===== config.mk =====
export PLATFORM = sky130hd
export DESIGN_NAME = tbc_queue
export DESIGN_NICKNAME = d
export VERILOG_FILES = /design/src/triangle_barycentric_coords_top_defines.svh /design/src/tbc_pkg.sv /design/src/tbc_queue.sv
export SDC_FILE = /design/constraint.sdc
export NUM_CORES = 1
export LEC_CHECK = 0
export BUFFER_PORTS_ARGS = -buffer_cell sky130_fd_sc_hd__buf_2
export CORE_MARGIN = 4
export CORE_UTILIZATION = 55
export DETAILED_ROUTE_END_ITERATION = 10
export GPL_TIMING_DRIVEN = 0
export PLACE_DENSITY = 0.81
export SETUP_SLACK_MARGIN = 0.15
export SLEW_MARGIN = 20
export SYNTH_ARGS = -nofsm -noshare
export SYNTH_HDL_FRONTEND = slang
export SYNTH_SLANG_ARGS = --single-unit

===== constraint.sdc =====
create_clock -name clk -period 12.4 [get_ports clk]
set_input_delay 0.62 -clock clk [delete_from_list [all_inputs] [get_ports clk]]
set_output_delay 0.62 -clock clk [all_outputs]
set_load 0.02 [all_outputs]

===== src/triangle_barycentric_coords_top_defines.svh =====
// Assertion helpers for the barycentric block.
`ifndef TRIANGLE_BARYCENTRIC_COORDS_TOP_DEFINES_SVH
`define TRIANGLE_BARYCENTRIC_COORDS_TOP_DEFINES_SVH

// Implication checked on every clock, off while in reset.
`define TBC_ASSERT_IMP(label, ante, cons, msg) \
	label: assert property (@(posedge clk) disable iff (!arst_n) (ante) |-> (cons)) \
		else $error(msg);

// Condition that must hold on every clock out of reset.
`define TBC_ASSERT_ALWAYS(label, cond, msg) \
	label: assert property (@(posedge clk) disable iff (!arst_n) (cond)) \
		else $error(msg);

`endif


===== src/tbc_pkg.sv =====
`timescale 1ns / 1ps
package tbc_pkg;
	localparam int COORD_BITS = 16;
	localparam int FRAC_BITS  = 16;
	localparam int W_BITS     = 24;
	localparam int DIFF_W     = COORD_BITS + 1;
	localparam int PROD_W     = 2 * DIFF_W;
	localparam int CROSS_W    = PROD_W + 1;
	localparam int MAG_W      = CROSS_W;
	localparam int QB         = W_BITS - 1;
	localparam int DW         = MAG_W + W_BITS;
	localparam int Q_DEPTH    = 8;
	localparam int Q_AW       = $clog2(Q_DEPTH);

	typedef struct packed {
		logic             deg;
		logic             in_tri;
		logic             neg1;
		logic             neg2;
		logic [MAG_W-1:0] num1;
		logic [MAG_W-1:0] num2;
		logic [MAG_W-1:0] den;
	} tbc_entry_t;

	typedef struct packed {
		logic [DW-1:0] rem;
		logic [QB-1:0] quo;
		logic          sat;
		logic          neg;
	} div_lane_t;

	typedef struct packed {
		div_lane_t        l1;
		div_lane_t        l2;
		logic [MAG_W-1:0] den;
		logic             deg;
		logic             in_tri;
	} div_stage_t;

	function automatic logic [MAG_W-1:0] mag(input logic signed [CROSS_W-1:0] x);
		logic signed [CROSS_W-1:0] n;
		n = -x;
		return x[CROSS_W-1] ? MAG_W'(n) : MAG_W'(x);
	endfunction
endpackage


===== src/tbc_queue.sv =====
`timescale 1ns / 1ps
module tbc_queue import tbc_pkg::*; (
	input  logic            clk,
	input  logic            arst_n,
	input  logic            push,
	input  tbc_entry_t      wr_entry,
	input  logic            pop,
	output tbc_entry_t      head,
	output logic            not_empty,
	output logic [Q_AW:0]   count
);
	tbc_entry_t mem_q [Q_DEPTH];
	logic [Q_AW-1:0] wp_q, rp_q;
	logic [Q_AW:0] cnt_q;
	logic do_pop;

	assign do_pop = pop && (cnt_q != '0);

	always_ff @(posedge clk or negedge arst_n) begin
		if (!arst_n) begin
			wp_q  <= '0;
			rp_q  <= '0;
			cnt_q <= '0;
		end else begin
			if (push) wp_q <= wp_q + 1'b1;
			if (do_pop) rp_q <= rp_q + 1'b1;
			cnt_q <= cnt_q + (Q_AW+1)'(push) - (Q_AW+1)'(do_pop);
		end
	end

	always_ff @(posedge clk) begin
		if (push) mem_q[wp_q] <= wr_entry;
	end

	assign head      = mem_q[rp_q];
	assign not_empty = (cnt_q != '0);
	assign count     = cnt_q;
endmodule


==> run summary, run 1 <==
Non-Filler Instances: 2,566
most frequent cells in the layout: edfxtp_1 (872), buf_2 (229), mux4_2 (192), mux2_2 (111), clkbuf_16 (91)
initial core utilization: 55.5%
Final ANT Viol Nets: 0
skew final: 0.0205 ns
worst path required time: 11.78 ns
asr flop ratio synth: 1.13%
crit-path max FO: 10
register area: 0.0264 mm2
CP endpoint kind: output port
compound-cell area share of the yosys netlist: 0.0374%
portion of netlist area occupied by mux cells: 18.7%
DR vias: 15,300
Critical-path top delay cell: buf_1
Slew @ Worst Pin: 0.854 ns
largest family of logic cells by synthesized area: multiplexers
Rows: 90
maxcap violations: 0
status: completed
Reg clk slew, reported paths: 0.06 ns
FMAX: 274 MHz
RePlAce Congestion: 0.743
Simple-Gate Fraction of Synth Area: 0.239%
Post-Synthesis Cells: 1,314
Synth cell types: 23
gr usage total: 22.3%
Arr. time, crit path: 3.02 ns
Critical Path, Cell by Cell: buf_2 > buf_1 > mux4_2 > mux2_2 > buf_2
port bufs: 226
Mapped Nets: 1,435
DRC: 0
post-CTS setup buffers: 0
Final Cell Area: 0.0398 mm2
gr ovfl total: 0
pin count of the biggest net entering global routing: 22
CTS resizes: 0
Min-Delay Path Class: input pin to register
final wirelength: 71,200 um
crit-path max cell delay: 0.70 ns
layout cells sized above 1: 43.2%
TritonCTS clock tree: done
top cell type by total area after synthesis: edfxtp_1
Final Hold Viols: 0
final setup vio count: 0
ranking of synthesized cells by area: edfxtp_1 (78%), mux4_2 (13%), mux2_2 (3.7%)
chip width: 255 um
Detailed Routing Iterations Pass 1: 5
Num Clock Sinks: 882
Worst path most repeated cell: buf_2
Power Density: 247 mW/mm2
slew margin rel.: 43.0%
# fillers: 3,762
EDFF count, synth: 872
dpl cell area: 0.0368 mm2
post-layout min period: 3.64 ns
clock root buffer master: clkbuf_16
xor/xnor share of the synthesized area: 0.157%
initial DRC count: 1,270
Pleak: 0.0132 uW
Inserted Clock Buffers: 87
commonest non-fill, non-tap cell in the layout: edfxtp_1
Yosys reg bits: 882
Adder-Cell Fraction of Synth Area: 0.321%
Final HPWL DP: 44,300 um
CP Class: register to output port
Max clock buf depth: 3
prevailing post-synth register cell: edfxtp_1
first-pass GRT wire length: 106,000 um
max-slew violations: 0
vias in the first global route: 16,300
startpoint types: register
routed len/inst: 27.7 um
Final period util: 29.4%
initial antenna violation count: 12
Placeable Area: 0.0604 mm2
RSZ-0062 raised after global routing: false
placed cell count: 2,394
Max IR drop VDD: 0.000183 V
Synth Warn #: 0
syn_area_per_cell: 25.5 um2
I/O pins: 227
via-per-instance ratio: 5.98
sequential-to-total area share from yosys stat: 78.9%
area fraction of the dominant cell type after synthesis: 78.2%
die footprint: 0.0649 mm2
Mapped Area: 0.0335 mm2
multi-input logic area: 0.00657 mm2
Die Y: 255 um
Worst-Skew Late Latency: 0.63 ns
H-tree Lvls: 3
Layout Nets: 1,823
synthesis-to-finish area growth: 18.8%
-- where the power goes --
| part | total (uW) | internal, uW | switching, uW | leakage [uW] |
|---|---|---|---|---|
| Sequential | 3840 | 3740 | 103 | 0.00804 |
| Clock | 2650 | 1570 | 1080 | 0.00139 |
| Combinational | 3350 | 1510 | 1840 | 0.00379 |
-- metal layers --
| metal | track usage [%] | wire, um |
|---|---|---|
| met1 | 30.6 | 28000 |
| met2 | 37.1 | 36400 |
| met3 | 4.78 | 5240 |
| met4 | 6.24 | 1490 |
| met5 | 0.806 | 47 |
-- stage by stage --
stage | total power, uW | util, % | setup TNS [ns] | setup WS [ns] | hold WS (ns)
after detailed placement | 7280 | 61.0 | 0 | 9.41 | 0.498
after CTS | 9950 | 65.8 | 0 | 8.72 | 0.221
after global routing | 10200 | 65.9 | 0 | 8.67 | 0.251
after global placement | 7190 | 59.0 | -882.56 | -4.13 | 0.488
final | 9840 | 65.9 | 0 | 8.76 | 0.260
after floorplan | 6150 | - | 0 | 3.61 | 0.324
-- state kept, by name, indices dropped and copies added (netlist names) --
register  flops
count         4
mem_q       872
wp_q          3
rp_q          3
-- cells in the mapped netlist, drive strengths merged (2+ instances only) --
library cell / number
mux2: 111
dfrtp: 10
buf: 44
inv: 9
clkbuf: 17
nand2: 4
nand2b: 3
edfxtp: 872
nor3: 2
mux4: 218
xor2: 2
ha: 7
xnor2: 4
nor2: 6
-- critical path: cells and delay by family (launching register included) --
family                 cells  cell delay (ns)
buffers and inverters      3             1.27
multiplexers               2             0.75
flip-flops                 1             0.37
-- final cells by class --
| type | count | area share, % |
|---|---|---|
| antenna | 12 | 0.0755 |
| buffer | 61 | 1.28 |
| clock buffer | 105 | 5.86 |
| clock inverter | 54 | 1.40 |
| inverter | 9 | 0.0849 |
| multi-input combinational | 362 | 16.5 |
| sequential | 882 | 66.5 |
| tap | 782 | 2.46 |
| timing repair buffer | 299 | 5.86 |
-- worst paths after layout --
| kind | slack [ns] | to | from | cells past startpoint |
|---|---|---|---|---|
| setup / recovery | 8.76 | head[22] | rp_q[2] | 5 |
| hold / removal | 0.26 | mem_q[0][7] | wr_entry[7] | 1 |
| setup reg to reg | 9.67 | mem_q[0][49] | wp_q[1] | 7 |
| hold reg to reg | 0.58 | wp_q[1] | wp_q[1] | 1 |
| max in group asynchronous | 11.81 | count[3] | arst_n | 2 |
| min in group asynchronous | 0.39 | count[0] | arst_n | 2 |
-- timing repair --
| action | 4_1_cts | 5_1_grt |
|---|---|---|
| hold endpoints to repair | 10 | 0 |
| setup endpoints to repair | 0 | 0 |
| hold buffers | 1 | 0 |
-- kinds of logic after synthesis --
logic type / count (synthesis)
adders and majority gates: 8
and+or+nand+nor: 17
DFF: 882
muxes: 329
xor gates and xnor gates: 6
buffers and inverters: 70
AOI/OAI and AO/OA: 2
Note: power is estimated with default switching activity, not from simulation.
==> run 2, diff against run 1 <==
CORE_UTILIZATION = 54   (was 55)
PLACE_DENSITY = 0.82   (was 0.81)
clock period = 3.05 ns   (was 12.4 ns; I/O delays follow)
==> run 2 against run 1 <==
Die area is 1.8% higher. Cell count rose by 5.4%. Clock-buffer cell count decreased by 1. Non-clock buffer count increased by 96. Via count is 2.6% higher. Sequential share of layout area is 1.9 points lower. Sequential power increased to 4.1 times the previous value. Combinational power grew to 4.1 times the previous value. Total power rose to 4.1 times the previous value. First-iteration DRC count is 14% higher. Register-to-register slack worse by 9.2 ns. Critical path depth is the same.
==> run summary, run 2 (same netlist as run 1, synthesis figures left out) <==
max-slew violations: 0 (unchanged)
Clock Power Share: 26.4% (-0.5 points)
Critical Path, Cell by Cell: buf_2 > clkbuf_2 > mux4_2 > mux2_2 > buf_2
Slew @ Worst Pin: 0.805 ns (-0.0492 ns)
Sequential Power Share: 39.1% (about the same)
commonest non-fill, non-tap cell in the layout: edfxtp_1
Reg clk slew, reported paths: 0.06 ns (about the same)
r2r setup slk: 0.48 ns (-9.19 ns)
DRC: 0 (unchanged)
Num Clock Sinks: 882 (unchanged)
Final HPWL DP: 43,400 um (-2.1%)
Switch Pwr: 12,200 uW (+300%)
pin count of the biggest net entering global routing: 21 (-4.5%)
Rows: 91 (+1.1%)
Layout Nets: 1,919 (+5.3%)
Arr. time, crit path: 2.67 ns (-0.35 ns)
Min-Delay Startpoint: wr_entry[93]
H-tree Lvls: 3 (unchanged)
skew final: 0.0214 ns (+0.000894 ns)
most frequent cells in the layout: edfxtp_1 (872), buf_2 (244), mux4_2 (192), dlygate4sd3_1 (113), mux2_2 (111)
synthesis-to-finish area growth: 22.3%
chip width: 257 um (+0.89%)
RSZ-0062 raised after global routing: false
gr ovfl total: 0 (unchanged)
multi-input logic area: 0.00659 mm2 (+0.34%)
CP endpoint kind: output port
Max IR drop VDD: 0.000700 V (+280%)
Critical-path top delay cell: buf_2
Min-Delay Path Class: input pin to register
crit-path max FO: 10 (unchanged)
Reg with most FFs: mem_q
Power Density: 974 mW/mm2 (+290%)
Placeable Area: 0.0616 mm2 (+2.1%)
Worst R2R End: count[1]
via-per-instance ratio: 5.82 (-2.6%)
clock root buffer master: clkbuf_16
port bufs: 226 (unchanged)
Max clock buf depth: 3 (unchanged)
crit-path max cell delay: 0.43 ns (-0.27 ns)
Worst path most repeated cell: buf_2
vias in the first global route: 16,700 (+2.6%)
Die Y: 257 um (+0.89%)
Setup crit end: head[102]
final wirelength: 70,900 um (-0.44%)
Logic pwr share: 34.5% (+0.4 points)
FMAX: 355 MHz
slew margin rel.: 46.1% (+3.1 points)
initial antenna violation count: 5 (-7)
initial core utilization: 54.4% (-1.1 points)
max FFs per register: 872 (unchanged)
startpoint types: register
die footprint: 0.0661 mm2 (+1.8%)
Tot Pwr: 39,900 uW (+310%)
crit path buf inv count: 3 (unchanged)
register area: 0.0264 mm2 (unchanged)
Final ANT Viol Nets: 0 (unchanged)
DR vias: 15,700 (+2.6%)
Detailed Routing Iterations Pass 1: 5 (unchanged)
post-layout min period: 2.82 ns
Switching Fraction: 30.7% (-0.058 points)
maxcap violations: 0 (unchanged)
RePlAce Congestion: 0.733 (-1.4%)
Pleak: 0.0137 uW (+3.9%)
Final period util: 92.4%
worst path required time: 2.90 ns (-8.88 ns)
TritonCTS clock tree: done
routed len/inst: 26.2 um (-5.6%)
first-pass GRT wire length: 107,000 um (+1.2%)
TNS Setup: 0 ns (unchanged)
Top delay family on crit path: buffers and inverters
CP Launch Point: rp_q[2]
Final Hold Viols: 0 (unchanged)
Inserted Clock Buffers: 87 (unchanged)
final setup vio count: 0 (unchanged)
critical path depth: 5 (unchanged)
RR Startpoint: count[2]
CP Class: register to output port
R2R depth: 11 (+4)
gr usage total: 21.7% (-0.62 points)
status: completed
initial DRC count: 1,446 (+14%)
layout cells sized above 1: 41.9% (-1.2 points)
Pint: 27,700 uW (+310%)
# fillers: 3,775 (+0.35%)
Worst-Skew Late Latency: 0.62 ns (about the same)
I/O pins: 227 (unchanged)
## run 2: cell types whose count changed in the layout (fill, tap and decap cells not counted), sizes merged, moves of 3 or more
cell	change
clkinv	+9
dlygate4sd3	+112
diode	-11
inv	-3
clkinvlp	-5
buf	-17
## run 2: metrics by stage
stage | setup slack [ns] | utilization [%] | cell area, um2 | instances | hold WS [ns]
floorplan | -0.920 | - | 33500 | 1314 | -0.143
global placement | -3.80 | 58.0 | 35700 | 2377 | 0.0169
detailed placement | 0.497 | 60.0 | 36900 | 2433 | 0.0317
CTS | 0.183 | 66.5 | 40900 | 2704 | 0.297
global route | 0.160 | 66.5 | 40900 | 2705 | 0.332
finish | 0.231 | 66.5 | 40900 | 2705 | 0.325
## run 2: worst min-delay path by stage
stage | slack [ns] | cells after the start | to
finish | 0.32 | 2 | mem_q[1][93]
global route | 0.33 | 2 | mem_q[1][53]
CTS | 0.30 | 2 | mem_q[6][70]
detailed placement | 0.03 | 1 | count[3]
global placement | 0.02 | 1 | count[2]
floorplan | -0.14 | 0 | count[0]
## run 2: what timing repair did
action / CTS / global route
hold buffers: 113 / 0
resized for setup: 35 / 1
setup endpoints to repair: 109 / 1
endpoints found under the hold margin: 889 / 0
setup buffers: 0 / 0
## run 2: power by group through the flow
stage | Combinational (uW) | Clock (uW) | Sequential, uW
floorplan | 8960 | 0 | 15900
global placement | 12800 | 0 | 16000
detailed placement | 13800 | 0 | 15800
CTS | 14000 | 10700 | 15600
global route | 14600 | 11300 | 15700
finish | 13800 | 10500 | 15600
## run 2: layout make-up
type                    count  area share (%)
diodes                      1         0.00611
plain buffers              61            1.35
clock buffers             104            5.58
clock inverters            54            1.32
inverters                   9          0.0825
multi-input cells         362            16.1
flip-flops and latches    882            64.6
well taps                 837            2.56
repair buffers            395            8.45
## run 2: routing by layer
layer  track usage [%]  part of all wire [%]
met5                 0                 0.018
met3              3.84                   6.6
met2              36.0                    51
met4              5.26                   1.6
met1              30.8                    41
==> run 3, diff against run 2 <==
PLACE_DENSITY = default   (was 0.82)
PLACE_DENSITY_LB_ADDON = 0.3   (was default)
==> run 3 against run 2 <==
Register-to-register slack lost 0.13 ns. Fmax is 0.79% higher. Clock-buffer cell count rose by 12. Wire length decreased by 1.0%. Clock power barely moved. Design area is essentially flat. Sequential power about the same. Critical path type unchanged.
==> run summary, run 3 (same netlist as run 1, synthesis figures left out) <==
Max IR drop VDD: 0.000766 V (+9.4%)
maxcap violations: 0 (unchanged)
Min-Delay Path Class: input pin to register
register area: 0.0264 mm2 (unchanged)
Inserted Clock Buffers: 89 (+2.3%)
Layout Nets: 1,926 (+0.36%)
Max clock buf depth: 3 (unchanged)
post-layout min period: 2.80 ns (-0.0221 ns)
H-tree Lvls: 3 (unchanged)
Final period util: 91.7% (-0.72 points)
Pleak: 0.0137 uW (-0.23%)
Reg clk slew, reported paths: 0.06 ns (about the same)
Top delay family on crit path: multiplexers
r2r setup slk: 0.35 ns (-0.13 ns)
Non-Filler Instances: 2,710 (+0.18%)
skew final: 0.0194 ns (-0.00203 ns)
R2R depth: 8 (-3)
TritonCTS clock tree: done
Detailed Routing Iterations Pass 1: 5 (unchanged)
commonest non-fill, non-tap cell in the layout: edfxtp_1
critical path depth: 6 (+1)
max-slew violations: 0 (unchanged)
initial core utilization: 54.4% (unchanged)
multi-input logic area: 0.00659 mm2 (unchanged)
CP Class: register to output port
initial DRC count: 1,315 (-9.1%)
DR vias: 15,600 (-1.1%)
Rows: 91 (unchanged)
RR Startpoint: wp_q[1]
crit-path max cell delay: 0.54 ns (+0.11 ns)
Worst R2R End: mem_q[2][72]
Final Cell Area: 0.0409 mm2 (about the same)
gr usage total: 21.7% (about the same)
post-CTS setup buffers: 0 (unchanged)
WHS Path Cells: 2 (unchanged)
RSZ-0062 raised after global routing: true
DRC: 0 (unchanged)
layout cells sized above 1: 41.3% (-0.62 points)
Critical Path, Cell by Cell: buf_6 > buf_6 > buf_6 > mux4_2 > mux2_2 > buf_2
chip width: 257 um (unchanged)
gr ovfl total: 0 (unchanged)
final setup vio count: 0 (unchanged)
CP Launch Point: rp_q[0]
Worst-Skew Late Latency: 0.62 ns (about the same)
Die Y: 257 um (unchanged)
I/O pins: 227 (unchanged)
die footprint: 0.0661 mm2 (unchanged)
Worst path most repeated cell: buf_6
clock root buffer master: clkbuf_16
max FFs per register: 872 (unchanged)
FMAX: 358 MHz (+0.79%)
Reg with most FFs: mem_q
Power Density: 967 mW/mm2 (-0.79%)
Final HPWL DP: 44,300 um (+2.1%)
routed len/inst: 25.9 um (-1.2%)
pin count of the biggest net entering global routing: 21 (unchanged)
Final Hold Viols: 0 (unchanged)
Final ANT Viol Nets: 0 (unchanged)
status: completed
first-pass GRT wire length: 107,000 um (-0.17%)
dpl cell area: 0.0370 mm2 (+0.25%)
slew margin rel.: 50.2% (+4.0 points)
Slew @ Worst Pin: 0.745 ns (-0.0598 ns)
port bufs: 226 (unchanged)
synthesis-to-finish area growth: 22.2% (about the same)
RePlAce Congestion: 0.708 (-3.4%)
most frequent cells in the layout: edfxtp_1 (872), buf_2 (245), mux4_2 (192), dlygate4sd3_1 (113), mux2_2 (111)
Arr. time, crit path: 2.64 ns (-0.03 ns)
via-per-instance ratio: 5.74 (-1.3%)
CP endpoint kind: output port
Placeable Area: 0.0616 mm2 (unchanged)
worst path required time: 2.90 ns (about the same)
startpoint types: register
crit path buf inv count: 4 (+1)
initial antenna violation count: 5 (unchanged)
Num Clock Sinks: 882 (unchanged)
final wirelength: 70,200 um (-1.0%)
# fillers: 3,888 (+3.0%)
placed cell count: 2,438 (+0.21%)
Critical-path top delay cell: mux4_2
vias in the first global route: 16,900 (+1.0%)
hold slack: 0.335 ns (+0.0105 ns)
crit-path max FO: 10 (unchanged)
Setup crit end: head[96]
run 3: cell count changes in the layout (fill, tap and decap cells not counted), sizes merged, moves of 3 or more:
cell	change
clkbuf	+11
buf	+6
bufinv	-5
inv	+3
clkinv	-10
run 3: where the power goes:
part	switching, uW	internal (uW)	total (uW)	leakage, uW
registers	400	15200	15600	0.00804
logic	7470	6310	13800	0.00435
clock network	4290	5880	10200	0.00132
total	12200	27400	39600	0.0137
run 3: cell type report:
| cell class | instances | share of cell area [%] |
|---|---|---|
| plain buffers | 61 | 1.34 |
| repair buffers | 400 | 8.69 |
| diodes | 2 | 0.0122 |
| clock buffers | 116 | 5.79 |
| flip-flops and latches | 882 | 64.6 |
| well taps | 837 | 2.56 |
| multi-input cells | 362 | 16.1 |
| clock inverters | 41 | 0.813 |
| inverters | 9 | 0.0826 |
run 3: per-layer routing:
metal	track usage, %	wire (um)	share of wire, %
met1	29.6	28400	40
met2	36.4	35600	51
met3	4.71	4470	6.4
met4	5.52	1630	2.3
met5	0	35	0.050
run 3: how the worst min path moves through the flow:
| stage | to | startpoint |
|---|---|---|
| after floorplan | count[0] | arst_n |
| after global placement | count[3] | arst_n |
| after detailed placement | count[2] | arst_n |
| after CTS | mem_q[0][16] | wr_entry[16] |
| after global routing | mem_q[7][89] | wr_entry[89] |
| final | mem_q[0][16] | wr_entry[16] |
run 3: repair_timing:
item / 4_1_cts / 5_1_grt
endpoints found under the setup margin: 109 / 14
gates resized for setup: 32 / 0
hold buffers: 113 / 0
hold endpoints to repair: 889 / 0
cloned: 0 / 0
run 3: stage by stage:
stage | total power (uW) | TNS (ns) | worst slack [ns] | utilization [%]
global route | 41300 | 0 | 0.135 | 66.4
floorplan | 24800 | -523.10 | -0.920 | -
CTS | 40100 | 0 | 0.177 | 66.4
global placement | 29000 | -2655.45 | -3.88 | 58.0
detailed placement | 29800 | 0 | 0.214 | 60.1
finish | 39600 | 0 | 0.253 | 66.4
